--- config.mk ---
export PLATFORM = sky130hd
export DESIGN_NAME = length_prefix_deframer_unit
export DESIGN_NICKNAME = d
export VERILOG_FILES = /design/src/rtl/lpd_pkg.sv /design/src/rtl/lpd_core.sv /design/src/rtl/length_prefix_deframer_unit.sv
export SDC_FILE = /design/constraint.sdc
export NUM_CORES = 1
export LEC_CHECK = 0
export BUFFER_PORTS_ARGS = -buffer_cell sky130_fd_sc_hd__buf_2
export CAP_MARGIN = 0
export CORE_ASPECT_RATIO = 1.25
export CORE_MARGIN = 5
export CORE_UTILIZATION = 45
export CTS_BUF_LIST = sky130_fd_sc_hd__clkbuf_16
export DETAILED_ROUTE_END_ITERATION = 8
export PLACE_DENSITY_LB_ADDON = 0.25
export SLEW_MARGIN = 30
export SYNTH_ARGS = -nofsm -noshare
export SYNTH_HDL_FRONTEND = slang
export SYNTH_SLANG_ARGS = --single-unit
--- constraint.sdc ---
create_clock -name clk_i -period 5.6 [get_ports clk_i]
set_input_delay 0 -clock clk_i [delete_from_list [all_inputs] [get_ports clk_i]]
set_output_delay 0 -clock clk_i [all_outputs]
set_load 0.1 [all_outputs]
--- src/rtl/lpd_pkg.sv ---
// ----------------------------------------------------------------------------
// Length-prefix deframer package
// Shared types and constants for the 16-bit big-endian length deframer.
// ----------------------------------------------------------------------------
`default_nettype none

package lpd_pkg;

  // Header is two bytes, big-endian, and counts itself in the frame length
  localparam int unsigned HeaderLen = 2;
  localparam logic [15:0] MaxPayloadReset = 16'd16384;

  // Where the deframer is within a frame
  typedef enum logic [1:0] {
    PH_LEN_HI  = 2'd0,
    PH_LEN_LO  = 2'd1,
    PH_PAYLOAD = 2'd2
  } phase_e;

  // Status reported with each output word
  typedef enum logic [1:0] {
    ST_OK        = 2'd0,
    ST_TOO_SHORT = 2'd1,
    ST_TOO_LONG  = 2'd2
  } frame_status_e;

  // One result from the frame tracker
  typedef struct packed {
    logic          valid;
    logic [7:0]    data;
    logic          last;
    frame_status_e status;
  } lpd_result_t;

endpackage

`default_nettype wire

--- src/rtl/lpd_core.sv ---
// ----------------------------------------------------------------------------
// Length-prefix deframer frame tracker
// Holds the header/payload state and turns one input byte into at most one
// result per step.
// ----------------------------------------------------------------------------
`default_nettype none

module lpd_core import lpd_pkg::*; (
  input  wire logic        clk_i,
  input  wire logic        rst_ni,
  input  wire logic        step_i,       // consume byte_i this cycle
  input  wire logic [7:0]  byte_i,
  input  wire logic [15:0] max_payload_i,
  output lpd_result_t      result_o
);

  localparam logic [15:0] HdrLen16 = 16'(HeaderLen);

  phase_e      phase_q, phase_d;
  logic [7:0]  len_hi_q, len_hi_d;
  logic [15:0] frame_len_q, frame_len_d;
  logic [15:0] count_q, count_d;

  logic [15:0] hdr_len;
  logic [15:0] count_inc;

  assign hdr_len   = {len_hi_q, byte_i};
  assign count_inc = count_q + 16'd1;

  // Next state and result for one byte
  always_comb begin
    phase_d     = phase_q;
    len_hi_d    = len_hi_q;
    frame_len_d = frame_len_q;
    count_d     = count_q;
    result_o    = '{valid: 1'b0, data: 8'd0, last: 1'b0, status: ST_OK};
    if (step_i) begin
      case (phase_q)
        PH_LEN_HI: begin
          len_hi_d = byte_i;
          phase_d  = PH_LEN_LO;
          count_d  = 16'd1;
        end
        PH_LEN_LO: begin
          if (hdr_len <= HdrLen16) begin
            result_o.valid  = 1'b1;
            result_o.status = ST_TOO_SHORT;
            phase_d         = PH_LEN_HI;
            frame_len_d     = 16'd0;
            count_d         = 16'd0;
          end else if ((hdr_len - HdrLen16) > max_payload_i) begin
            result_o.valid  = 1'b1;
            result_o.status = ST_TOO_LONG;
            phase_d         = PH_LEN_HI;
            frame_len_d     = 16'd0;
            count_d         = 16'd0;
          end else begin
            frame_len_d = hdr_len;
            phase_d     = PH_PAYLOAD;
            count_d     = HdrLen16;
          end
        end
        default: begin
          // payload pass-through, last byte closes the frame
          result_o.valid = 1'b1;
          result_o.data  = byte_i;
          if (count_inc >= frame_len_q) begin
            result_o.last = 1'b1;
            phase_d       = PH_LEN_HI;
            frame_len_d   = 16'd0;
            count_d       = 16'd0;
          end else begin
            count_d = count_inc;
          end
        end
      endcase
    end
  end

  always_ff @(posedge clk_i or negedge rst_ni) begin
    if (!rst_ni) begin
      phase_q     <= PH_LEN_HI;
      len_hi_q    <= 8'd0;
      frame_len_q <= 16'd0;
      count_q     <= 16'd0;
    end else begin
      phase_q     <= phase_d;
      len_hi_q    <= len_hi_d;
      frame_len_q <= frame_len_d;
      count_q     <= count_d;
    end
  end

endmodule

`default_nettype wire

--- src/rtl/length_prefix_deframer_unit.sv ---
// ----------------------------------------------------------------------------
// Length-prefix deframer
// Strips a 16-bit big-endian length header from a byte stream and forwards
// the payload bytes, marking the last byte of each frame.
// ----------------------------------------------------------------------------
// Usage:
//   s_axis carries the raw stream, one byte per word. Each frame begins with
//   a two-byte big-endian length that includes the header. Header bytes give
//   no output word; each payload byte leaves on m_axis with tuser = ok, and
//   the final one has tlast set. A length of 2 or less gives one word with
//   tuser = too short, a payload above the limit one word with tuser = too
//   long (tdata 0, tlast 0 in both); the block then waits for a new header.
//   cfg carries the payload limit (reset 16384); write it only while idle.
//   The limit is checked when the header completes.
//   A byte passes the input register, then the output register.
//   Throughput: one byte per cycle while m_axis_tready is not held low;
//   the input register advances whenever the output register is empty or
//   being drained, so a stalled receiver holds one word in the output
//   register, one byte in the input register, then deasserts s_axis_tready.
//   Reset clears both registers and returns to waiting for a header.
// ----------------------------------------------------------------------------
`default_nettype none

module length_prefix_deframer_unit import lpd_pkg::*; (
  input  wire logic        clk_i,
  input  wire logic        rst_ni,
  // configuration write
  input  wire logic        cfg_valid_i,
  output logic             cfg_ready_o,
  input  wire logic [15:0] cfg_data_i,     // max_payload_bytes
  // byte stream in
  input  wire logic        s_axis_tvalid_i,
  output logic             s_axis_tready_o,
  input  wire logic [7:0]  s_axis_tdata_i, // [7:0] data_byte
  // payload out
  output logic             m_axis_tvalid_o,
  input  wire logic        m_axis_tready_i,
  output logic [7:0]       m_axis_tdata_o, // [7:0] payload_byte
  output logic             m_axis_tlast_o, // end_of_frame
  output logic [1:0]       m_axis_tuser_o  // [1:0] frame_status
);

  logic [15:0]   max_payload_q;
  logic          in_valid_q, in_valid_d;
  logic [7:0]    in_byte_q;
  logic          out_valid_q, out_valid_d;
  logic [7:0]    out_data_q;
  logic          out_last_q;
  frame_status_e out_status_q;
  logic          advance;
  lpd_result_t   result;

  // Limit register, always writable
  assign cfg_ready_o = 1'b1;

  always_ff @(posedge clk_i or negedge rst_ni) begin
    if (!rst_ni) begin
      max_payload_q <= MaxPayloadReset;
    end else if (cfg_valid_i) begin
      max_payload_q <= cfg_data_i;
    end
  end

  // Input word moves on when the output register can take a result
  assign advance         = in_valid_q && (!out_valid_q || m_axis_tready_i);
  assign s_axis_tready_o = !in_valid_q || advance;

  always_comb begin
    in_valid_d = in_valid_q;
    if (s_axis_tready_o) begin
      in_valid_d = s_axis_tvalid_i;
    end
  end

  always_ff @(posedge clk_i or negedge rst_ni) begin
    if (!rst_ni) begin
      in_valid_q <= 1'b0;
    end else begin
      in_valid_q <= in_valid_d;
    end
  end

  always_ff @(posedge clk_i) begin
    if (s_axis_tvalid_i && s_axis_tready_o) begin
      in_byte_q <= s_axis_tdata_i;
    end
  end

  lpd_core u_core (
    .clk_i         (clk_i),
    .rst_ni        (rst_ni),
    .step_i        (advance),
    .byte_i        (in_byte_q),
    .max_payload_i (max_payload_q),
    .result_o      (result)
  );

  // Output register
  always_comb begin
    out_valid_d = out_valid_q;
    if (advance && result.valid) begin
      out_valid_d = 1'b1;
    end else if (m_axis_tready_i) begin
      out_valid_d = 1'b0;
    end
  end

  always_ff @(posedge clk_i or negedge rst_ni) begin
    if (!rst_ni) begin
      out_valid_q <= 1'b0;
    end else begin
      out_valid_q <= out_valid_d;
    end
  end

  always_ff @(posedge clk_i) begin
    if (advance && result.valid) begin
      out_data_q   <= result.data;
      out_last_q   <= result.last;
      out_status_q <= result.status;
    end
  end

  assign m_axis_tvalid_o = out_valid_q;
  assign m_axis_tdata_o  = out_data_q;
  assign m_axis_tlast_o  = out_last_q;
  assign m_axis_tuser_o  = out_status_q;

endmodule

`default_nettype wire

Word-level counts from Yosys, hierarchy flattened
Cells that the tools add are included.
- add/sub/neg operators: 2
- $lt $le $gt $ge: 3
- equal/unequal tests: 1
- multiplexer cells: 23
- bitwise operators: 3
- reduce and logical (&&, ||, !) cells: 18
- operators with widths (operator ; count):
    two-way mux 16 bit ; 4
    case mux 16 bit (2 select lines) ; 2
    adder 16 x 1 -> 16 bit (second input constant) ; 1
    >= comparator 16 bit ; 1
    greater-than comparator 16 bit ; 1
    less-or-equal comparator 16 x 2 -> 1 bit (second input constant) ; 1
    two-way mux 2 bit ; 8
    subtractor 16 x 2 -> 16 bit (second input constant) ; 1
    two-way mux 12 bit ; 1
    two-way mux 9 bit ; 1
    AND reduction 2 bit ; 3
    OR reduction 3 bit ; 2
    two-way mux 1 bit ; 5
    case mux 2 bit (2 select lines) ; 1
    nonzero test 2 bit ; 2
    logical AND 1 bit ; 3
    NOT 1 bit ; 3
    AND reduction 3 bit ; 1
    nonzero test 3 bit ; 1
    equality test 2 x 1 -> 1 bit (second input constant) ; 1
    zero test 1 bit ; 2
    zero test 2 bit ; 1
    logical OR 1 bit ; 2
    case mux 1 bit (2 select lines) ; 1
    OR reduction 2 bit ; 1
- bits in registers: 79
- output and inout port bits: 14
- word-level logic and storage cells: 62

Logic depth before layout (Yosys ltp)
Gate-level depths: netlist (run 1).
- depth after elaboration: 8
- gate-level depth with buffers: 15
- mapped depth without buffers: 13

Modules after synthesis
From an unflattened synthesis (run 1), not the netlist that was laid out.
- cells, all modules: 430
- area, all modules: 4530.6 µm²
- modules (own cells, without submodules) (module ; times used ; cells each ; area an instance (µm²) ; sequential area each (µm²)):
    lpd_core ; 1 ; 365 ; 3201.8 ; 1051.0
    length_prefix_deframer_unit ; 1 ; 65 ; 1328.8 ; 1022.2

Worst setup path after synthesis (run 1)
No wires, ideal clock.
- path type: flip-flop to flip-flop
- start point: reg in_byte_q[6]
- end point: reg out_data_q[0] (netlist: m_axis_tdata_o[0]) (enable)
- setup time: 0.393 ns
- data arrival time: 3.804 ns
- required time: 5.207 ns
- slack: 1.403 ns
- stages on the path, launching flop included: 14
- buffers on the path: 1
- cells stage by stage: edfxtp_1 buf_6 nor4_2 nor3b_2 or3b_4 nor3_1 xor2_1 ha_1 nand4_1 nor4_1 a21boi_0 o31a_1 nor3_1 nor3_1
- longest elaborated chain between the ends: 7
- elaborated cells on any way between the ends: 8
- RTL lines (element ; line ; source):
    from (decl) ; length_prefix_deframer_unit.sv:45 ; logic [7:0] in_byte_q;
    from (signal assigned) ; length_prefix_deframer_unit.sv:85 ; in_byte_q <= s_axis_tdata_i;
    subtractor 16 x 2 -> 16 bit ; lpd_core.sv:51 ; end else if ((hdr_len - HdrLen16) > max_payload_i) begin
    greater-than comparator 16 bit ; lpd_core.sv:51 ;
    two-way mux 1 bit ; lpd_core.sv:51 ;
    two-way mux 1 bit (*) ; lpd_core.sv:45 ; if (hdr_len <= HdrLen16) begin
    case mux 1 bit (2 select lines) (*) ; lpd_core.sv:38 ; case (phase_q)
    two-way mux 12 bit (*) ; lpd_core.sv:37 ; if (step_i) begin
    logical AND 1 bit (*) ; length_prefix_deframer_unit.sv:117 ; if (advance && result.valid) begin
    to (signal assigned) ; length_prefix_deframer_unit.sv:118 ; out_data_q <= result.data;
    to (decl) ; length_prefix_deframer_unit.sv:47 ; logic [7:0] out_data_q;
Mark *: on every way between the ends. The rest lies on a longest branch, timed or not.
A chain may end at the register's enable or synchronous reset.

Worst setup path after layout (run 1)
- start point: reg in_byte_q[6]
- end point: reg u_core.frame_len_q[15]
- longest elaborated chain between the ends: 5
- elaborated cells on any way between the ends: 6
- RTL lines (element ; line ; source):
    subtractor 16 x 2 -> 16 bit ; lpd_core.sv:51 ;
    greater-than comparator 16 bit ; lpd_core.sv:51 ;
    two-way mux 16 bit ; lpd_core.sv:51 ;
    two-way mux 16 bit (*) ; lpd_core.sv:45 ;
    case mux 16 bit (2 select lines) (*) ; lpd_core.sv:38 ;
    to (signal assigned) ; lpd_core.sv:89 ; frame_len_q <= frame_len_d;
    to (decl) ; lpd_core.sv:21 ; logic [15:0] frame_len_q, frame_len_d;
Marked as above.

==> out/metrics.cfg, run 1 <==
[outcome]
status = completed

[sta]
rsz0062_at_grt = no
finalHoldViolCount = 0
setup_tns_ns = 0
final-max-slew-violation-count = 0
finalCritPeriodShare_pct = 75.8
worstMarginPinSlew_ns = 0.939
fin_crit_ns = 4.25
max_slew_margin_pct = 36.9
setup_viol_count_final = 0
max_freq_mhz = 236
skew_ns = 0.00685

[setup_path]
critPathBufInv = 0
worstSetupPathType = reg2reg
end_kind = register
crit_cells = 12
crit_chain = nor4_2, nor3b_2, or3b_4, nor3_1, xor2_1, ha_1, nand4_1, nor4_1, nand2_1, o31a_1, nor4_4, a22o_1
endpoint = u_core.frame_len_q[15]
worstReg2RegEnd = u_core.frame_len_q[15]
crit_path_start_kind = register
r2r_start = in_byte_q[6]
required_ns = 5.88
crit_fanout = 18
r2r_cells = 12
crit_path_start = in_byte_q[6]
slowest_stage = nor4_4
slowest_delay_ns = 0.84
r2r_setup_slack_ns = 1.35
critPathTopFamily = simple AND/OR/NAND/NOR gates
arrival_ns = 4.52

[clock_tree]
root_buffer = clkbuf_16
cts_buffers = 9
cts_htree_levels = 3
postCtsSetupBuffers = 0
tritoncts = yes
clk_latency_ns = 0.35
post_cts_resized = 0
hold_buffers = 27
path_clk_slew_ns = 0.06
clock_sinks = 79
clockBufferDepth = 2

[drt]
routed_wl_mm = 10.1
ant_nets = 0
first_pass_iters = 4
via_per_inst = 5.38
drtIter0Drc = 154
wl_per_cell_um = 16.5
vias = 3279
drc_errors = 0

[power_and_ir_drop]
ir_drop_mv = 0.183
switchingPower_mw = 1.01
leakage_nw = 2.42
p_sw_share_pct = 41.0
combPwrFrac_pct = 38.3
power.internal_mw = 1.45
powerDensity_nw_per_um2 = 474
p_seq_share_pct = 36.2
total_power_mw = 2.46
clkPwrFrac_pct = 25.5

[synthesis]
synth_cells = 413
ys_types = 46
ys_seq_area_share_pct = 48.5
ys_ff_latch = 79
synth-edff-count = 19
yosysWarnings = 0
synth_ff_type = dfrtp_1
async_flop_share_pct = 75.9
synthesis.nets = 476
syn-cell-area_um2 = 4280
syn_area_per_cell_um2 = 10.4

[placed_design]
io_buffers = 41
gp_congestion = 0.884
dp_hpwl_mm = 7.22

[die]
num_rows = 39
core_um2 = 9220
die_x_um = 97.2
initial_core_util_pct = 46.4
ios = 43
die-area_um2 = 11600
die_h_um = 119

[final_layout]
mostFrequentLayoutCell = dfrtp_1
areaGrowthSynthToFinish_pct = 21.2
layout_common_cells = 59 x dfrtp_1, 48 x nand2_1, 41 x buf_2
seqCellArea_um2 = 2070
layout.nets = 545
nFillCells = 789
layout-drive-gt1-share_pct = 15.2
antenna_cells = 0
multi_input_area_um2 = 1980

[grt]
grt_pass1_wl_mm = 17.2
grt_use_total_pct = 18.7
grt_max_degree = 61
overflow = 0
grt_pass1_vias = 3388
antenna_found_initial = 0

[job]
drv_cap = 0

[worst_hold_path]
hold_path.class = in2reg

## sequential cells by signal, indices dropped and copies added, names as in the netlist
signal	cells
max_payload_q	16
u_core.count_q	16
u_core.frame_len_q	16
in_byte_q	8
m_axis_tdata_o	8
u_core.len_hi_q	8
m_axis_tuser_o	2
u_core.phase_q	2
in_valid_q	1
m_axis_tlast_o	1
m_axis_tvalid_o	1
## through the flow
stage / util, % / std cells / hold slack (ns) / cell area, um^2 / worst slack (ns)
after global placement: 49.8 / 567 / 0.179 / 4590 / 1.61
after CTS: 56.2 / 610 / 0.0815 / 5180 / 1.37
after floorplan: - / 413 / -0.296 / 4280 / 1.40
final: 56.2 / 610 / 0.0871 / 5180 / 1.35
after detailed placement: 49.8 / 567 / 0.179 / 4590 / 1.47
after global routing: 56.2 / 610 / 0.122 / 5180 / 1.04
## cell usage after synthesis, drive strengths merged, types with 3 or more instances
library cell	instances	area share, %
nor3b	3	0.64
dfrtp	59	35
a21o	6	1.1
buf	4	0.88
and3	9	1.3
a21oi	14	1.6
nand3	11	1.3
o21a	3	0.53
xor2	11	2.3
mux2	6	1.6
and2	4	0.59
a22o	23	4.7
nor3	9	1.3
nand2	48	4.2
clkbuf	10	0.88
o311ai	3	0.61
ha	34	10
a211oi	5	0.88
nor2b	3	0.44
nand2b	9	1.3
a221o	3	0.70
inv	40	3.5
xnor2	11	2.3
o21ai	26	3.0
nand4	6	0.88
nor4	8	1.7
edfxtp	19	13
nor2	14	1.2
## layer usage
| metal | part of all wire (%) | up-vias | routed length [um] | GRT usage (%) |
|---|---|---|---|---|
| li1 | - | 1601 | - | - |
| met1 | 42 | 1580 | 4220 | 21.4 |
| met2 | 51 | 74 | 5180 | 32.9 |
| met3 | 3.0 | 24 | 299 | 3.51 |
| met4 | 3.6 | 0 | 361 | 10.1 |
| met5 | 0 | - | 0 | 0 |
## power by group through the flow
stage	combinational [mW]	clock [mW]	sequential, mW
2_1_floorplan	0.510	0	1.07
3_3_place_gp	0.896	0	0.898
3_5_place_dp	0.925	0	0.896
4_1_cts	0.945	0.640	0.889
5_1_grt	1.03	0.664	0.906
6_report	0.941	0.627	0.890
## logic make-up after synthesis
group                    synth area share, %
flip-flops                              48.5
multiplexers                            1.58
buffers and inverters                   5.27
other                                 0.0877
AND/OR/NAND/NOR                         15.9
XOR/XNOR                                4.51
AO/OA/AOI/OAI                           14.2
adder cells (fa/ha/maj)                 9.95
## worst min path at each step
stage                            startpoint  slack (ns)  depth (start not counted)                end
final                           cfg_valid_i        0.09                          3  max_payload_q[14]
after global routing            cfg_valid_i        0.12                          3  max_payload_q[14]
after CTS                       cfg_valid_i        0.08                          3  max_payload_q[14]
after detailed placement  s_axis_tdata_i[5]        0.18                          1       in_byte_q[5]
after global placement    s_axis_tdata_i[5]        0.18                          1       in_byte_q[5]
after floorplan                      rst_ni       -0.30                          0         in_valid_q
## cell type report
| class | instances | area share, % |
|---|---|---|
| flip-flops and latches | 79 | 40.0 |
| repair buffers | 72 | 9.75 |
| clock buffers | 9 | 4.35 |
| well taps | 123 | 2.97 |
| clock inverters | 7 | 1.88 |
| inverters | 40 | 2.90 |
| multi-input cells | 280 | 38.1 |
## worst register-to-register path: stages, from the launching register on
cell and delay, ns:
edfxtp_1 0.52, nor4_2 0.38, nor3b_2 0.28, or3b_4 0.43
nor3_1 0.18, xor2_1 0.10, ha_1 0.32, nand4_1 0.14
nor4_1 0.41, nand2_1 0.11, o31a_1 0.18, nor4_4 0.84
a22o_1 0.28
Note: power is estimated with default switching activity, not from simulation.
==> inputs of run 2 (changes only) <==
==> constraint.sdc (replaced) <==
create_clock -name clk_i -period 4.1 [get_ports clk_i]
set_input_delay 0 -clock clk_i [delete_from_list [all_inputs] [get_ports clk_i]]
set_output_delay 0 -clock clk_i [all_outputs]
set_load 0.1 [all_outputs]
==> out/metrics.cfg, run 2 (synthesis gave the netlist of run 1 again) <==
[outcome]
status = completed

[setup_path]
worstSetupPathType = reg2reg
crit_path_start_kind = register
required_ns = 4.15
end_kind = register
arrival_ns = 3.89
crit_fanout = 11

[job]
drv_cap = 0

[final_layout]
nFillCells = 788
design_area_um2 = 5260
areaGrowthSynthToFinish_pct = 23.1
antenna_cells = 0
seqCellArea_um2 = 2070
multi_input_area_um2 = 2000
top_regs = max_payload_q x16, u_core.count_q x16, u_core.frame_len_q x16
layout.nets = 553
layout-drive-gt1-share_pct = 16.8
final_cells = 618
mostFrequentLayoutCell = dfrtp_1
layout_common_cells = 59 x dfrtp_1, 48 x nand2_1, 41 x buf_2

[drt]
drc_errors = 0
via_per_inst = 5.33
wl_per_cell_um = 15.6
first_pass_iters = 4
ant_nets = 0
drtIter0Drc = 118
vias = 3294
routed_wl_mm = 9.66

[grt]
antenna_found_initial = 0
grt_pass1_vias = 3493
grt_max_degree = 61
grt_use_total_pct = 17.9
grt_pass1_wl_mm = 16.8
overflow = 0

[power_and_ir_drop]
ir_drop_mv = 0.343
leakage_nw = 2.47
powerDensity_nw_per_um2 = 636

[worst_hold_path]
hold_path.class = in2reg

[sta]
setup_viol_count_final = 0
max_slew_margin_pct = 48.8
fin_crit_ns = 3.84
final-max-slew-violation-count = 0
skew_ns = 0.00722
setup_tns_ns = 0
finalHoldViolCount = 0
max_freq_mhz = 260
worstMarginPinSlew_ns = 0.768
finalCritPeriodShare_pct = 93.7

[placed_design]
io_buffers = 41
placed_area_um2 = 4650
dpl.cell_count = 574
gp_congestion = 0.829
dp_hpwl_mm = 6.94

[clock_tree]
clockBufferDepth = 2
clk_latency_ns = 0.34
root_buffer = clkbuf_16
cts_htree_levels = 3
path_clk_slew_ns = 0.06
tritoncts = yes
cts_buffers = 9
clock_sinks = 79

[die]
ios = 43
initial_core_util_pct = 46.4
die_h_um = 119
die_x_um = 97.2
core_um2 = 9220
die-area_um2 = 11600
num_rows = 39

[run 2: cell types whose count changed in the layout (fill, tap and decap cells not counted), moves of 2 or more]
cell	before	now
buf_4	4	11
clkinv_4	2	0
clkinvlp_4	2	0
inv_8	0	2
inv_6	0	2
[run 2: final timing paths]
kind                                       startpoint               endpoint  slack [ns]  cells past startpoint
worst min register to register  u_core.frame_len_q[3]  u_core.frame_len_q[3]        0.50                      1
worst max-delay path                     in_byte_q[6]      m_axis_tdata_o[3]        0.26                     12
worst max register to register           in_byte_q[6]      m_axis_tdata_o[3]        0.26                     12
min in group asynchronous                      rst_ni       max_payload_q[0]        0.33                      3
worst min-delay path                  m_axis_tready_i        m_axis_tvalid_o       0.001                      3
max in group asynchronous                      rst_ni     u_core.count_q[12]        3.23                      3
[run 2: area by class of cell]
type                       count  area share [%]
timing repair buffer          80            11.0
clock inverter                 7            1.50
clock buffer                   9            4.28
tap                          123            2.92
inverter                      40            2.85
sequential                    79            39.4
multi-input combinational    280            38.1
[run 2: power by group]
part	internal [mW]	switching (mW)	total (mW)
sequential	1.02	0.183	1.20
combinational	0.455	0.865	1.32
clock	0.481	0.345	0.826
[run 2: timing repair]
action,in CTS,in global routing
endpoints found under the setup margin,0,29
hold buffers,27,0
endpoints found under the hold margin,84,0
setup buffers,0,1
resized for setup,0,4
[run 2: critical path, stage by stage (launching register included)]
cell and delay (ns):
edfxtp_1 0.43, nor4_4 0.33, nor3b_4 0.25, or3b_4 0.44
nor3_1 0.19, xor2_1 0.11, ha_1 0.33, nand4_1 0.16
o311ai_0 0.43, o31a_1 0.30, nor3_1 0.13, nor3_2 0.21
buf_4 0.22
[run 2: through the flow]
step | setup slack [ns] | total power, mW | hold slack (ns) | utilization [%]
after floorplan | 0.223 | 2.16 | -0.296 | -
after global placement | 0.241 | 2.46 | 0.178 | 50.4
after detailed placement | 0.0590 | 2.49 | 0.179 | 50.4
after CTS | 0.0289 | 3.35 | 0.0305 | 56.6
after global routing | -0.0162 | 3.55 | 0.0431 | 57.1
final | 0.259 | 3.35 | 0.00141 | 57.1
[run 2: routing by layer]
layer / wire, um / track usage (%)
met2: 4800 / 30.6
met1: 4280 / 22.2
met4: 221 / 7.11
met3: 356 / 3.45
met5: 0 / 0
==> inputs of run 3 (changes only) <==
--- a/config.mk
+++ b/config.mk
@@ -8,7 +8,6 @@
 export BUFFER_PORTS_ARGS = -buffer_cell sky130_fd_sc_hd__buf_2
 export CAP_MARGIN = 0
 export CORE_ASPECT_RATIO = 1.25
-export CORE_MARGIN = 5
 export CORE_UTILIZATION = 45
 export CTS_BUF_LIST = sky130_fd_sc_hd__clkbuf_16
 export DETAILED_ROUTE_END_ITERATION = 8
==> constraint.sdc (replaced) <==
create_clock -name clk_i -period 4.9 [get_ports clk_i]
set_input_delay 0 -clock clk_i [delete_from_list [all_inputs] [get_ports clk_i]]
set_output_delay 0 -clock clk_i [all_outputs]
set_load 0.1 [all_outputs]
==> out/metrics.cfg, run 3 (synthesis gave the netlist of run 1 again) <==
[setup_path]
critPathBufInv = 1
end_kind = register
required_ns = 4.94
worstSetupPathType = reg2reg
slowest_stage = edfxtp_1
worstReg2RegEnd = m_axis_tlast_o
crit_path_start_kind = register
slowest_delay_ns = 0.51
r2r_setup_slack_ns = 0.84
arrival_ns = 4.10
crit_chain = nor4_2, nor3b_2, or3b_4, nor3_1, xor2_1, ha_1, nand4_1, nor4_1, a21boi_0, o31a_1, nor3_1, nor3_1, buf_4
r2r_start = in_byte_q[6]
critPathTopFamily = simple AND/OR/NAND/NOR gates
r2r_cells = 13
crit_fanout = 11
cpMostUsedCell = nor3_1

[job]
drv_cap = 0

[die]
initial_core_util_pct = 46.6
die-area_um2 = 9900
die_h_um = 111
die_x_um = 89.2
core_um2 = 9170
ios = 43
num_rows = 39

[placed_design]
io_buffers = 41
dp_hpwl_mm = 6.54
place_ws_ns = 0.893
dpl.cell_count = 568
gp_congestion = 0.821
placed_area_um2 = 4600

[sta]
max_freq_mhz = 246
max_slew_margin_pct = 48.1
rsz0062_at_grt = no
worstMarginPinSlew_ns = 0.779
setup_viol_count_final = 0
finalHoldViolCount = 0
final-max-slew-violation-count = 0
fin_crit_ns = 4.06
setup_tns_ns = 0
skew_ns = 0.00652
setup_ws_ns = 0.843
finalCritPeriodShare_pct = 82.8

[final_layout]
nFillCells = 826
seqCellArea_um2 = 2070
final_cells = 611
antenna_cells = 0
layout-drive-gt1-share_pct = 15.0
top_regs = max_payload_q x16, u_core.count_q x16, u_core.frame_len_q x16
layout_common_cells = 59 x dfrtp_1, 48 x nand2_1, 41 x inv_1, 41 x buf_2, 34 x ha_1
design_area_um2 = 5180
multi_input_area_um2 = 1980
mostFrequentLayoutCell = dfrtp_1
layout.nets = 546
areaGrowthSynthToFinish_pct = 21.2

[power_and_ir_drop]
ir_drop_mv = 0.330
leakage_nw = 2.43
powerDensity_nw_per_um2 = 535

[drt]
via_per_inst = 5.26
ant_nets = 0
routed_wl_mm = 9.31
drc_errors = 0
wl_per_cell_um = 15.2
first_pass_iters = 5
drtIter0Drc = 102
vias = 3212

[worst_hold_path]
min_delay_worst_endpoint = m_axis_tvalid_o
min_from = m_axis_tready_i
hold_path.class = in2reg
hold-path-cell-count = 3

[clock_tree]
clk_latency_ns = 0.34
clockBufferDepth = 2
cts_htree_levels = 3
path_clk_slew_ns = 0.06
root_buffer = clkbuf_16
cts_buffers = 9
tritoncts = yes
clock_sinks = 79

[grt]
grt_util_met2_pct = 33.5
grt_use_total_pct = 20.1
antenna_found_initial = 0
grt_max_degree = 61
overflow = 0
use_met3_pct = 3.87
grt_pass1_vias = 3160
grt_busiest_layer = met2
grt_pass1_wl_mm = 15.0
grtUsageMet1_pct = 25.6

[outcome]
status = completed

run 3: cell types whose count changed in the layout (fill, tap and decap cells not counted), sizes merged:
cell	previous run	this run
buf	53	46
inv	44	41
clkinv	2	3
clkinvlp	0	1
bufinv	1	2
run 3: what timing repair did:
action / 4_1_cts / 5_1_grt
hold buffers: 27 / 0
buffers inserted: 0 / 0
hold endpoints to repair: 84 / 0
resized for setup: 0 / 0
run 3: final cells by class:
class                   instances  share of cell area [%]
multi-input cells             280                    38.2
clock buffers                   9                    4.35
flip-flops and latches         79                    40.0
inverters                      40                    2.90
clock inverters                 7                    1.71
well taps                     123                    2.97
repair buffers                 73                    9.90
run 3: worst max-delay path by stage:
stage,from,to,slack (ns),depth (start not counted)
finish,in_byte_q[6],m_axis_tlast_o,0.84,13
global route,in_byte_q[6],m_axis_tlast_o,0.57,13
global placement,in_byte_q[6],m_axis_tdata_o[0],1.06,13
detailed placement,in_byte_q[6],m_axis_tdata_o[0],0.89,13
floorplan,in_byte_q[6],m_axis_tdata_o[0],0.70,13
CTS,in_byte_q[6],m_axis_tlast_o,0.86,13
run 3: report_power, final:
group          internal [mW]  total [mW]  leakage [nW]  switching (mW)
Clock                  0.442       0.699         0.154           0.257
Combinational          0.360        1.06          1.32           0.705
Sequential             0.854        1.01         0.954           0.152
run 3: through the flow:
stage	power [mW]	utilization [%]	hold WS, ns
after global placement	2.04	50.1	0.176
final	2.77	56.5	0.0495
after global routing	2.93	56.5	0.0844
after floorplan	1.80	-	-0.296
after CTS	2.79	56.5	0.0501
after detailed placement	2.06	50.1	0.180
run 3: worst reg2reg max path, delay by kind of cell (launching register included):
family | cells | cell delay (ns)
buffers and inverters | 1 | 0.23
xor gates and xnor gates | 1 | 0.10
and+or+nand+nor | 8 | 2.07
DFF | 1 | 0.51
AOI/OAI and AO/OA | 2 | 0.54
adders and majority gates | 1 | 0.32
run 3: per-layer routing:
metal  wire, um  share of wire, %  vias to the layer above
met5          0                 0                        -
met4        136               1.5                        0
met3        395               4.2                       10
met2       4600                49                       69
met1       4180                45                     1530
li1           -                 -                     1603
